## src/rtl/core/tkd_pkg.sv

```systemverilog
// types, constants and codes shared by the terminal key decoder
package tkd_pkg;

    localparam int TIMER_BITS = 16;
    localparam int CFG_BITS   = 16;
    localparam int CP_BITS    = 21;
    localparam int FIFO_DEPTH = 4;
    localparam int MAX_KEYS   = 3;

    localparam logic [CFG_BITS-1:0] TIMEOUT_RESET = 16'd25;

    localparam logic [7:0] BYTE_ESC     = 8'h1b;
    localparam logic [7:0] BYTE_CR      = 8'h0d;
    localparam logic [7:0] BYTE_DEL     = 8'h7f;
    localparam logic [7:0] BYTE_BRACKET = 8'h5b;
    localparam logic [7:0] BYTE_UP      = 8'h41;
    localparam logic [7:0] BYTE_DOWN    = 8'h42;
    localparam logic [7:0] BYTE_RIGHT   = 8'h43;
    localparam logic [7:0] BYTE_LEFT    = 8'h44;
    localparam logic [7:0] BYTE_HOME    = 8'h48;
    localparam logic [7:0] BYTE_END     = 8'h46;

    localparam logic [CP_BITS-1:0] CP_REPLACEMENT = 21'h00fffd;
    localparam logic [CP_BITS-1:0] CP_MAX         = 21'h10ffff;
    localparam logic [CP_BITS-1:0] CP_SURR_LO     = 21'h00d800;
    localparam logic [CP_BITS-1:0] CP_SURR_HI     = 21'h00dfff;

    typedef enum logic [1:0] {
        OP_BYTE = 2'd0,
        OP_TICK = 2'd1,
        OP_EOS  = 2'd2,
        OP_NONE = 2'd3
    } op_t;

    typedef enum logic [1:0] {
        MODE_IDLE    = 2'd0,
        MODE_ESC     = 2'd1,
        MODE_BRACKET = 2'd2,
        MODE_UTF8    = 2'd3
    } mode_t;

    typedef enum logic [3:0] {
        KIND_RUNE      = 4'd0,
        KIND_ESC       = 4'd1,
        KIND_ENTER     = 4'd2,
        KIND_BACKSPACE = 4'd3,
        KIND_UP        = 4'd4,
        KIND_DOWN      = 4'd5,
        KIND_RIGHT     = 4'd6,
        KIND_LEFT      = 4'd7,
        KIND_HOME      = 4'd8,
        KIND_END       = 4'd9
    } kind_t;

    typedef struct packed {
        kind_t              kind;
        logic [CP_BITS-1:0] cp;
    } key_t;

    typedef struct packed {
        mode_t                 mode;
        logic [1:0]            remaining;
        logic [CP_BITS-1:0]    acc;
        logic                  cont_ok;
        logic [TIMER_BITS-1:0] timer;
    } dec_state_t;

    typedef struct packed {
        logic [1:0]   count;
        key_t [MAX_KEYS-1:0] keys;
    } step_res_t;

    localparam dec_state_t IDLE_STATE = '{
        mode:      MODE_IDLE,
        remaining: 2'd0,
        acc:       '0,
        cont_ok:   1'b1,
        timer:     '0
    };

endpackage

```

## src/rtl/core/tkd_event_if.sv

```systemverilog
// channel carrying terminal events into the decoder
interface tkd_event_if;
    logic       valid;
    logic       ready;
    logic [1:0] op;
    logic [7:0] data_byte;

    modport source (output valid, output op, output data_byte, input ready);
    modport sink   (input valid, input op, input data_byte, output ready);
endinterface

```

## src/rtl/core/tkd_key_if.sv

```systemverilog
// channel carrying decoded key events out of the decoder
interface tkd_key_if;
    logic        valid;
    logic        ready;
    logic [3:0]  key_kind;
    logic [20:0] code_point;
    logic        last;

    modport source (output valid, output key_kind, output code_point, output last, input ready);
    modport sink   (input valid, input key_kind, input code_point, input last, output ready);
endinterface

```

## src/rtl/core/tkd_step.sv

```systemverilog
// next-state and key logic for one terminal event
module tkd_step (
    input  tkd_pkg::dec_state_t        state,
    input  logic [1:0]                 op,
    input  logic [7:0]                 data_byte,
    input  logic [tkd_pkg::CFG_BITS-1:0] timeout_ticks,
    output tkd_pkg::dec_state_t        state_next,
    output tkd_pkg::step_res_t         res
);

    typedef struct packed {
        logic                emit;
        tkd_pkg::key_t       key;
        tkd_pkg::mode_t      mode;
        logic [1:0]          remaining;
        logic [tkd_pkg::CP_BITS-1:0] acc;
    } fresh_t;

    function automatic fresh_t fresh_byte(input logic [7:0] b);
        fresh_t f;
        f           = '0;
        f.mode      = tkd_pkg::MODE_IDLE;
        f.key.kind  = tkd_pkg::KIND_RUNE;
        f.key.cp    = '0;
        if (b == tkd_pkg::BYTE_ESC)
        begin
            f.mode = tkd_pkg::MODE_ESC;
        end
        else if (b == tkd_pkg::BYTE_CR)
        begin
            f.emit     = 1'b1;
            f.key.kind = tkd_pkg::KIND_ENTER;
        end
        else if (b == tkd_pkg::BYTE_DEL)
        begin
            f.emit     = 1'b1;
            f.key.kind = tkd_pkg::KIND_BACKSPACE;
        end
        else if (b[7] == 1'b0)
        begin
            f.emit   = 1'b1;
            f.key.cp = {13'd0, b};
        end
        else if (b[7:5] == 3'b110)
        begin
            f.mode      = tkd_pkg::MODE_UTF8;
            f.remaining = 2'd1;
            f.acc       = {16'd0, b[4:0]};
        end
        else if (b[7:4] == 4'b1110)
        begin
            f.mode      = tkd_pkg::MODE_UTF8;
            f.remaining = 2'd2;
            f.acc       = {17'd0, b[3:0]};
        end
        else if (b[7:3] == 5'b11110)
        begin
            f.mode      = tkd_pkg::MODE_UTF8;
            f.remaining = 2'd3;
            f.acc       = {18'd0, b[2:0]};
        end
        else
        begin
            f.emit   = 1'b1;
            f.key.cp = tkd_pkg::CP_REPLACEMENT;
        end
        return f;
    endfunction

    function automatic tkd_pkg::key_t make_key(input tkd_pkg::kind_t kind,
                                               input logic [tkd_pkg::CP_BITS-1:0] cp);
        tkd_pkg::key_t k;
        k.kind = kind;
        k.cp   = cp;
        return k;
    endfunction

    localparam logic [tkd_pkg::TIMER_BITS-1:0] TIMER_MAX = '1;

    fresh_t                          fr;
    logic [tkd_pkg::CP_BITS-1:0]     acc_shift;
    logic                            cont_ok_upd;
    logic [1:0]                      rem_upd;
    logic [tkd_pkg::CP_BITS-1:0]     utf_cp;
    logic [tkd_pkg::TIMER_BITS-1:0]  timer_upd;
    logic                            fire;
    tkd_pkg::kind_t                  arrow_kind;
    logic                            arrow_hit;
    logic [1:0]                      n;

    assign fr          = fresh_byte(data_byte);
    assign acc_shift   = {state.acc[tkd_pkg::CP_BITS-7:0], data_byte[5:0]};
    assign cont_ok_upd = state.cont_ok && (data_byte[7:6] == 2'b10);
    assign rem_upd     = (state.remaining != 2'd0) ? state.remaining - 2'd1 : state.remaining;
    assign timer_upd   = (state.timer != TIMER_MAX) ? state.timer + 1'b1 : state.timer;
    assign fire        = ({{(32-tkd_pkg::TIMER_BITS){1'b0}}, timer_upd}
                          >= {{(32-tkd_pkg::CFG_BITS){1'b0}}, timeout_ticks})
                         || (timer_upd == TIMER_MAX);

    always_comb
    begin
        if (!cont_ok_upd)
        begin
            utf_cp = tkd_pkg::CP_REPLACEMENT;
        end
        else if (acc_shift > tkd_pkg::CP_MAX ||
                 (acc_shift >= tkd_pkg::CP_SURR_LO && acc_shift <= tkd_pkg::CP_SURR_HI))
        begin
            utf_cp = tkd_pkg::CP_REPLACEMENT;
        end
        else
        begin
            utf_cp = acc_shift;
        end
    end

    always_comb
    begin
        arrow_hit  = 1'b1;
        arrow_kind = tkd_pkg::KIND_UP;
        unique case (data_byte)
            tkd_pkg::BYTE_UP:    arrow_kind = tkd_pkg::KIND_UP;
            tkd_pkg::BYTE_DOWN:  arrow_kind = tkd_pkg::KIND_DOWN;
            tkd_pkg::BYTE_RIGHT: arrow_kind = tkd_pkg::KIND_RIGHT;
            tkd_pkg::BYTE_LEFT:  arrow_kind = tkd_pkg::KIND_LEFT;
            tkd_pkg::BYTE_HOME:  arrow_kind = tkd_pkg::KIND_HOME;
            tkd_pkg::BYTE_END:   arrow_kind = tkd_pkg::KIND_END;
            default:             arrow_hit  = 1'b0;
        endcase
    end

    always_comb
    begin
        state_next = state;
        res        = '0;
        n          = 2'd0;
        unique case (tkd_pkg::op_t'(op))
            tkd_pkg::OP_BYTE:
            begin
                unique case (state.mode)
                    tkd_pkg::MODE_IDLE:
                    begin
                        state_next           = tkd_pkg::IDLE_STATE;
                        state_next.mode      = fr.mode;
                        state_next.remaining = fr.remaining;
                        state_next.acc       = fr.acc;
                        if (fr.emit)
                        begin
                            res.keys[n] = fr.key;
                            n           = n + 2'd1;
                        end
                    end
                    tkd_pkg::MODE_ESC:
                    begin
                        if (data_byte == tkd_pkg::BYTE_BRACKET)
                        begin
                            state_next.mode  = tkd_pkg::MODE_BRACKET;
                            state_next.timer = '0;
                        end
                        else
                        begin
                            res.keys[n] = make_key(tkd_pkg::KIND_ESC, '0);
                            n           = n + 2'd1;
                            state_next           = tkd_pkg::IDLE_STATE;
                            state_next.mode      = fr.mode;
                            state_next.remaining = fr.remaining;
                            state_next.acc       = fr.acc;
                            if (fr.emit)
                            begin
                                res.keys[n] = fr.key;
                                n           = n + 2'd1;
                            end
                        end
                    end
                    tkd_pkg::MODE_BRACKET:
                    begin
                        state_next = tkd_pkg::IDLE_STATE;
                        if (arrow_hit)
                        begin
                            res.keys[n] = make_key(arrow_kind, '0);
                            n           = n + 2'd1;
                        end
                        else
                        begin
                            res.keys[n] = make_key(tkd_pkg::KIND_ESC, '0);
                            n           = n + 2'd1;
                            res.keys[n] = make_key(tkd_pkg::KIND_RUNE,
                                                   {13'd0, tkd_pkg::BYTE_BRACKET});
                            n           = n + 2'd1;
                            state_next.mode      = fr.mode;
                            state_next.remaining = fr.remaining;
                            state_next.acc       = fr.acc;
                            if (fr.emit)
                            begin
                                res.keys[n] = fr.key;
                                n           = n + 2'd1;
                            end
                        end
                    end
                    tkd_pkg::MODE_UTF8:
                    begin
                        state_next.cont_ok   = cont_ok_upd;
                        state_next.acc       = acc_shift;
                        state_next.remaining = rem_upd;
                        if (rem_upd == 2'd0)
                        begin
                            state_next  = tkd_pkg::IDLE_STATE;
                            res.keys[n] = make_key(tkd_pkg::KIND_RUNE, utf_cp);
                            n           = n + 2'd1;
                        end
                    end
                    default:
                    begin
                        state_next = state;
                    end
                endcase
            end
            tkd_pkg::OP_TICK:
            begin
                if (state.mode == tkd_pkg::MODE_ESC || state.mode == tkd_pkg::MODE_BRACKET)
                begin
                    state_next.timer = timer_upd;
                    if (fire)
                    begin
                        state_next  = tkd_pkg::IDLE_STATE;
                        res.keys[n] = make_key(tkd_pkg::KIND_ESC, '0);
                        n           = n + 2'd1;
                        if (state.mode == tkd_pkg::MODE_BRACKET)
                        begin
                            res.keys[n] = make_key(tkd_pkg::KIND_RUNE,
                                                   {13'd0, tkd_pkg::BYTE_BRACKET});
                            n           = n + 2'd1;
                        end
                    end
                end
            end
            tkd_pkg::OP_EOS:
            begin
                state_next = tkd_pkg::IDLE_STATE;
                if (state.mode == tkd_pkg::MODE_ESC || state.mode == tkd_pkg::MODE_BRACKET)
                begin
                    res.keys[n] = make_key(tkd_pkg::KIND_ESC, '0);
                    n           = n + 2'd1;
                end
                if (state.mode == tkd_pkg::MODE_BRACKET)
                begin
                    res.keys[n] = make_key(tkd_pkg::KIND_RUNE,
                                           {13'd0, tkd_pkg::BYTE_BRACKET});
                    n           = n + 2'd1;
                end
            end
            default:
            begin
                state_next = state;
            end
        endcase
        res.count = n;
    end

endmodule

```

## src/rtl/core/terminal_key_decoder.sv

```systemverilog
// top level of the terminal key decoder
//
// events: valid/ready channel of terminal events; op selects a byte, a timer
// tick, end of stream or no operation, data_byte carries the byte.
// keys: valid/ready channel of key events (key_kind, code_point); last marks
// the final key caused by one event, which may cause zero to three keys.
// cfg_we/cfg_wdata write the escape timeout in ticks; write only while idle.
// An accepted event is held in the input register until the decode logic
// takes it, updates the decoder state and pushes its keys into a four-entry
// output queue; the first key is offered on keys in the cycle after the push.
// Throughput is one event per cycle as long as each event causes at most
// one key and keys.ready stays high; several keys of one event leave the queue one at a time.
// The input register advances only when the queue has room for all keys of
// its event, so a stalled receiver fills the queue and then holds events off.
// Reset puts the decoder idle, empties the queue and sets the timeout to 25.
module terminal_key_decoder (
    input  logic                          clk,
    input  logic                          rst_n,
    tkd_event_if.sink                     events,
    tkd_key_if.source                     keys,
    input  logic                          cfg_we,
    input  logic [tkd_pkg::CFG_BITS-1:0]  cfg_wdata
);

    typedef struct packed {
        tkd_pkg::key_t key;
        logic          last;
    } entry_t;

    logic [tkd_pkg::CFG_BITS-1:0] timeout_reg;
    tkd_pkg::dec_state_t          state_reg;
    tkd_pkg::dec_state_t          state_next;
    tkd_pkg::step_res_t           res;

    logic                         in_vld_reg;
    logic [1:0]                   in_op_reg;
    logic [7:0]                   in_byte_reg;

    entry_t                       fifo_reg [tkd_pkg::FIFO_DEPTH];
    logic [1:0]                   wr_ptr_reg;
    logic [1:0]                   rd_ptr_reg;
    logic [2:0]                   count_reg;
    logic [2:0]                   count_next;

    logic                         fire;
    logic                         pop;
    logic                         accept;

    tkd_step u_step (
        .state         (state_reg),
        .op            (in_op_reg),
        .data_byte     (in_byte_reg),
        .timeout_ticks (timeout_reg),
        .state_next    (state_next),
        .res           (res)
    );

    assign fire   = in_vld_reg && ((count_reg + {1'b0, res.count}) <= 3'(tkd_pkg::FIFO_DEPTH));
    assign accept = events.valid && events.ready;
    assign pop    = keys.valid && keys.ready;

    assign events.ready = !in_vld_reg || fire;

    assign keys.valid      = (count_reg != 3'd0);
    assign keys.key_kind   = fifo_reg[rd_ptr_reg].key.kind;
    assign keys.code_point = fifo_reg[rd_ptr_reg].key.cp;
    assign keys.last       = fifo_reg[rd_ptr_reg].last;

    always_comb
    begin
        count_next = count_reg;
        if (fire)
        begin
            count_next = count_next + {1'b0, res.count};
        end
        if (pop)
        begin
            count_next = count_next - 3'd1;
        end
    end

    always_ff @(posedge clk or negedge rst_n)
    begin
        if (!rst_n)
        begin
            timeout_reg <= tkd_pkg::TIMEOUT_RESET;
            state_reg   <= tkd_pkg::IDLE_STATE;
            in_vld_reg  <= 1'b0;
            wr_ptr_reg  <= 2'd0;
            rd_ptr_reg  <= 2'd0;
            count_reg   <= 3'd0;
        end
        else
        begin
            if (cfg_we)
            begin
                timeout_reg <= cfg_wdata;
            end
            if (accept)
            begin
                in_vld_reg <= 1'b1;
            end
            else if (fire)
            begin
                in_vld_reg <= 1'b0;
            end
            if (fire)
            begin
                state_reg  <= state_next;
                wr_ptr_reg <= wr_ptr_reg + res.count;
            end
            if (pop)
            begin
                rd_ptr_reg <= rd_ptr_reg + 2'd1;
            end
            count_reg <= count_next;
        end
    end

    // payload registers
    always_ff @(posedge clk)
    begin
        if (accept)
        begin
            in_op_reg   <= events.op;
            in_byte_reg <= events.data_byte;
        end
        if (fire)
        begin
            for (int i = 0; i < tkd_pkg::MAX_KEYS; i++)
            begin
                if (2'(i) < res.count)
                begin
                    fifo_reg[wr_ptr_reg + 2'(i)].key  <= res.keys[i];
                    fifo_reg[wr_ptr_reg + 2'(i)].last <= (2'(i) == (res.count - 2'd1));
                end
            end
        end
    end

endmodule

```

## src/flat_wrapper.sv

```systemverilog
// flat-port wrapper written by rule: the top's interface ports become plain ports
module terminal_key_decoder_flat 
  (clk, rst_n, cfg_we, cfg_wdata, events_valid, events_op, events_data_byte, events_ready, keys_valid, keys_key_kind, keys_code_point, keys_last, keys_ready);
  tkd_event_if events_i ();
  tkd_key_if keys_i ();
  input  logic clk;
  input  logic rst_n;
  input  logic cfg_we;
  input  logic [tkd_pkg::CFG_BITS-1:0] cfg_wdata;
  input wire logic [$bits(events_i.valid)-1:0] events_valid;
  input wire logic [$bits(events_i.op)-1:0] events_op;
  input wire logic [$bits(events_i.data_byte)-1:0] events_data_byte;
  output wire logic [$bits(events_i.ready)-1:0] events_ready;
  output wire logic [$bits(keys_i.valid)-1:0] keys_valid;
  output wire logic [$bits(keys_i.key_kind)-1:0] keys_key_kind;
  output wire logic [$bits(keys_i.code_point)-1:0] keys_code_point;
  output wire logic [$bits(keys_i.last)-1:0] keys_last;
  input wire logic [$bits(keys_i.ready)-1:0] keys_ready;
  assign events_i.valid = events_valid;
  assign events_i.op = events_op;
  assign events_i.data_byte = events_data_byte;
  assign events_ready = events_i.ready;
  assign keys_valid = keys_i.valid;
  assign keys_key_kind = keys_i.key_kind;
  assign keys_code_point = keys_i.code_point;
  assign keys_last = keys_i.last;
  assign keys_i.ready = keys_ready;
  terminal_key_decoder u_core (.clk(clk), .rst_n(rst_n), .events(events_i), .keys(keys_i), .cfg_we(cfg_we), .cfg_wdata(cfg_wdata));
endmodule
```

## config.mk

```make
export PLATFORM = sky130hd
export DESIGN_NAME = terminal_key_decoder_flat
export DESIGN_NICKNAME = d
export VERILOG_FILES = /design/src/rtl/core/tkd_pkg.sv /design/src/rtl/core/tkd_event_if.sv /design/src/rtl/core/tkd_key_if.sv /design/src/rtl/core/tkd_step.sv /design/src/rtl/core/terminal_key_decoder.sv /design/src/flat_wrapper.sv
export SDC_FILE = /design/constraint.sdc
export NUM_CORES = 1
export LEC_CHECK = 0
export ABC_AREA = 1
export BUFFER_PORTS_ARGS = -buffer_cell sky130_fd_sc_hd__buf_2
export CAP_MARGIN = 15
export CORE_AREA = 2 2 148 150
export DETAILED_ROUTE_END_ITERATION = 6
export DIE_AREA = 0 0 150 152
export HOLD_SLACK_MARGIN = 0.1
export PLACE_DENSITY = 0.75
export SETUP_SLACK_MARGIN = 0.15
export SKIP_LAST_GASP = 1
export SYNTH_ARGS = -nofsm -noshare
export SYNTH_HDL_FRONTEND = slang
export SYNTH_SLANG_ARGS = --single-unit
```

## constraint.sdc

```tcl
create_clock -name clk -period 6.6 [get_ports clk]
set_clock_uncertainty 0.15 [all_clocks]
set_input_delay 0.66 -clock clk [delete_from_list [all_inputs] [get_ports clk]]
set_output_delay 0.66 -clock clk [all_outputs]
set_load 0.005 [all_outputs]
```

==> results by group <==
Synthesis
  • Cell taking the most area after synthesis: edfxtp_1
  • Post-synthesis cell type count: 50
  • Syn_nets: 1390
  • Primary FF master, synth: edfxtp_1
  • Ranking of synthesized cells by area: edfxtp_1 (25%), dfrtp_1 (13%), nand2_1 (9.4%), nand3_1 (8.0%), o21ai_0 (6.4%)
  • Syn Area/Cell: just under 8 µm²
  • Synth warn: 0
  • Async SR Flop Fraction: 0.345
  • Mapped cell area: ~10000 µm²
  • EDFF count, synth: 86
  • #FFs+latches synth: 174
  • Post-Synth Adder-Cell Area: 0.0392
  • Synth Area in XOR/XNOR: 0.00758
  • Largest family of logic cells by synthesized area: simple AND/OR/NAND/NOR gates
  • Post-synthesis compound-gate area fraction: 0.156
  • Synth top area share: 0.248
  • Register area share after synthesis: 0.447
  • Post-Synth Simple-Gate Area: 0.272
  • Mux cell area share after synthesis: 0.00205
  • Post-Syn Instances: roughly 1300

Pwr
  • Clock share of power: 0.263
  • Peak supply drop: 206 µV
  • Reg power frac: 0.370
  • Switch share: 0.416
  • Switching power: 1.54 mW
  • Pleak: 4.74 nW
  • Cell Pwr Density: 322 nW/µm²
  • Tot Pwr: 3.71 mW
  • Logic pwr share: 0.366
  • Int Pwr: 2.16 mW

Outcome
  • Failing checks: design-rule violations
  • Status: finished, violations left

Floorplan
  • Initial Util: 0.487
  • Rows: 54
  • Die width: 150 µm
  • Core ar.: between 20000 and 25000 µm²
  • Full die area: 22800 µm²
  • Die height: 152 µm
  • # IOs: 59

Clocking
  • CTS Sinks: 174
  • Clock insertion delay at the later pin of the skew report: between 0.4 and 0.5 ns
  • Cts bufs inserted: 17
  • CTS tree: yes
  • Root buffer cell: clkbuf_16
  • H-Tree Depth: 4
  • Worst-case clock buffer depth: 2
  • Clock slew at reported path FFs: 0.07 ns
  • CTS Hold Buffers Added: 0

Global route
  • Total gr overflow: 0
  • Largest net degree at the start of global routing: 61
  • Vias in the first global route: just under 9000
  • Initial antenna violation count: 0
  • First-pass GRT wire length: 45400 µm
  • GRT Total Usage: 0.246

Setup path
  • CP startpoint: u_core.state_reg[0]
  • Critical Path Source Type: flip-flop
  • Crit path max fanout: 37
  • Largest stage delay on the critical path: about 0.45 ns
  • Critical path type: flip-flop to flip-flop
  • Reg2reg setup slack: 0.62 ns
  • Slowest-stage cell, CP: dfrtp_1
  • Reg2reg path depth: 32
  • Crit path to: u_core.fifo_reg[2][23]
  • Worst EP arrival: 6.02 ns
  • Worst setup EP type: flip-flop
  • FF-to-FF Start: u_core.state_reg[0]
  • Critical R2R Capture: u_core.fifo_reg[2][23]
  • Critical Path RT: about 6.6 ns

Routing
  • Antenna viol nets, final: 0
  • DRT Pass-1 Iters: 7
  • WL/cell: ~17 µm
  • Post-Route WL: ~27000 µm
  • Vias per Instance: 5.83
  • DRC: 4
  • Vias post-DR: 9679
  • 1st-iter DRT viols: 1286

Layout
  • Layout cells sized above 1: 0.115
  • Antenna cell count: 0
  • Final-stage net count: roughly 1400
  • Finished Layout Cells: 1659
  • Layout Utilization: 0.540
  • Largest register FFs: 104
  • Filler cell count in the final layout: between 2000 and 2500
  • Area grow syn2layout: 10.8%

Place
  • Dpl cells: 1626
  • Final HPWL from detailed placement: 19700 µm
  • I/O Buffers: 58
  • Routability cong.: 0.968

STA
  • Finish-stage setup viols: 0
  • Max_slew headroom: 0.264
  • RSZ-0062 raised after global routing: yes
  • Final hold vios: 0
  • Pins Over Slew Limit: 0
  • Fin crit period: about 6.0 ns
  • F_max: 167 MHz
  • Setup TNS Final: 0 ns
  • Final worst-path cycle share: 0.906
  • WHS: 0.214 ns
  • Worst slew pin tran: 1.10 ns

Worst hold path
  • Hold WC Path Type: input pin to asynchronous set/reset pin

Flow run
  • Max Cap Viol: 0
stage by stage:
stage                     worst slack (ns)  instance area, µm²
after floorplan                       1.32               10400
after CTS                            0.372               11500
after global placement               0.615               10900
final                                0.618               11500
after global routing                 0.117               11500
after detailed placement             0.394               10900
power by group through the flow:
stage,Combinational [mW],Sequential [mW],Clock [mW]
2_1_floorplan,0.971,1.33,0
3_3_place_gp,1.30,1.39,0
3_5_place_dp,1.33,1.39,0
4_1_cts,1.33,1.37,0.988
5_1_grt,1.51,1.39,1.04
6_report,1.36,1.37,0.976
critical path: cells and delay by family, from the launching register on:
family / cells / cell delay [ns]
buffers and inverters: 6 / 0.95
AND/OR/NAND/NOR: 17 / 2.48
flip-flops: 1 / 0.45
AO/OA/AOI/OAI: 5 / 0.53
adder cells (fa/ha/maj): 4 / 1.16
cells in the mapped netlist (20+ instances only):
master	number
ha_1	31
a21oi_1	54
clkbuf_1	38
nor3_1	20
o211ai_1	38
nor2_1	129
dfrtp_1	56
dfxtp_1	28
edfxtp_1	86
nand3_1	166
nand2_1	260
o21ai_0	132
inv_1	129
o22ai_1	30
per-layer routing:
layer / up-vias / routed length [µm] / track usage
met5: - / 0 / 0
met4: 0 / 516 / 0.0669
li1: 4647 / - / -
met1: 4519 / 11900 / 0.347
met2: 467 / 12800 / 0.384
met3: 46 / 2230 / 0.0526
cells in the final DEF (no fill, tap or decap), types with 4 or more instances in the layout:
cell type   count
o21ai_0       132
nor2_4          4
dfrtp_1        56
edfxtp_1       86
ha_1           31
nor2_2          9
nand2_2        13
a21oi_1        54
nand3_1       166
clkbuf_16      17
o211ai_1       38
o22ai_1        30
nand2_1       259
clkinvlp_4      4
dfstp_2         4
buf_4          19
inv_6           5
dfxtp_1        28
nand4_1        18
o21ai_1         5
xor2_1          6
buf_2          58
clkinv_1        6
nor2_1        126
inv_1         128
a31oi_1        11
nor3_1         20
logic make-up after synthesis:
| logic type | Yosys count |
|---|---|
| simple gates | 629 |
| compound gates | 285 |
| buf+inv | 196 |
| flops | 174 |
| fa+ha+maj | 32 |
| xor+xnor | 9 |
| mux | 2 |
how the worst min path moves through the flow:
stage / slack [ns] / depth (start not counted) / to / start
3_3_place_gp: 0.30 / 2 / u_core.fifo_reg[2][17] / u_core.fifo_reg[2][17]
6_report: 0.21 / 2 / u_core.timeout_reg[11] / rst_n
4_1_cts: 0.23 / 1 / u_core.in_byte_reg[3] / events_data_byte[3]
3_5_place_dp: 0.30 / 2 / u_core.fifo_reg[1][20] / u_core.fifo_reg[1][20]
5_1_grt: 0.24 / 1 / u_core.in_byte_reg[3] / events_data_byte[3]
2_1_floorplan: 0.21 / 0 / u_core.count_reg[0] / rst_n
timing repair:
item,4_1_cts,5_1_grt
setup endpoints to repair,0,170
buffers inserted,0,1
endpoints found under the hold margin,0,0
resized for setup,0,6
layout make-up:
class	count	area, µm²	share of cell area
Timing Repair Buffer	78	444	0.0385
Tap cell	280	350	0.0304
Multi-Input combinational cell	957	4980	0.433
Clock buffer	17	425	0.0369
Inverter	138	523	0.0454
Sequential cell	174	4650	0.404
Clock inverter	15	145	0.0126
Power figures use the tool's default switching activity.
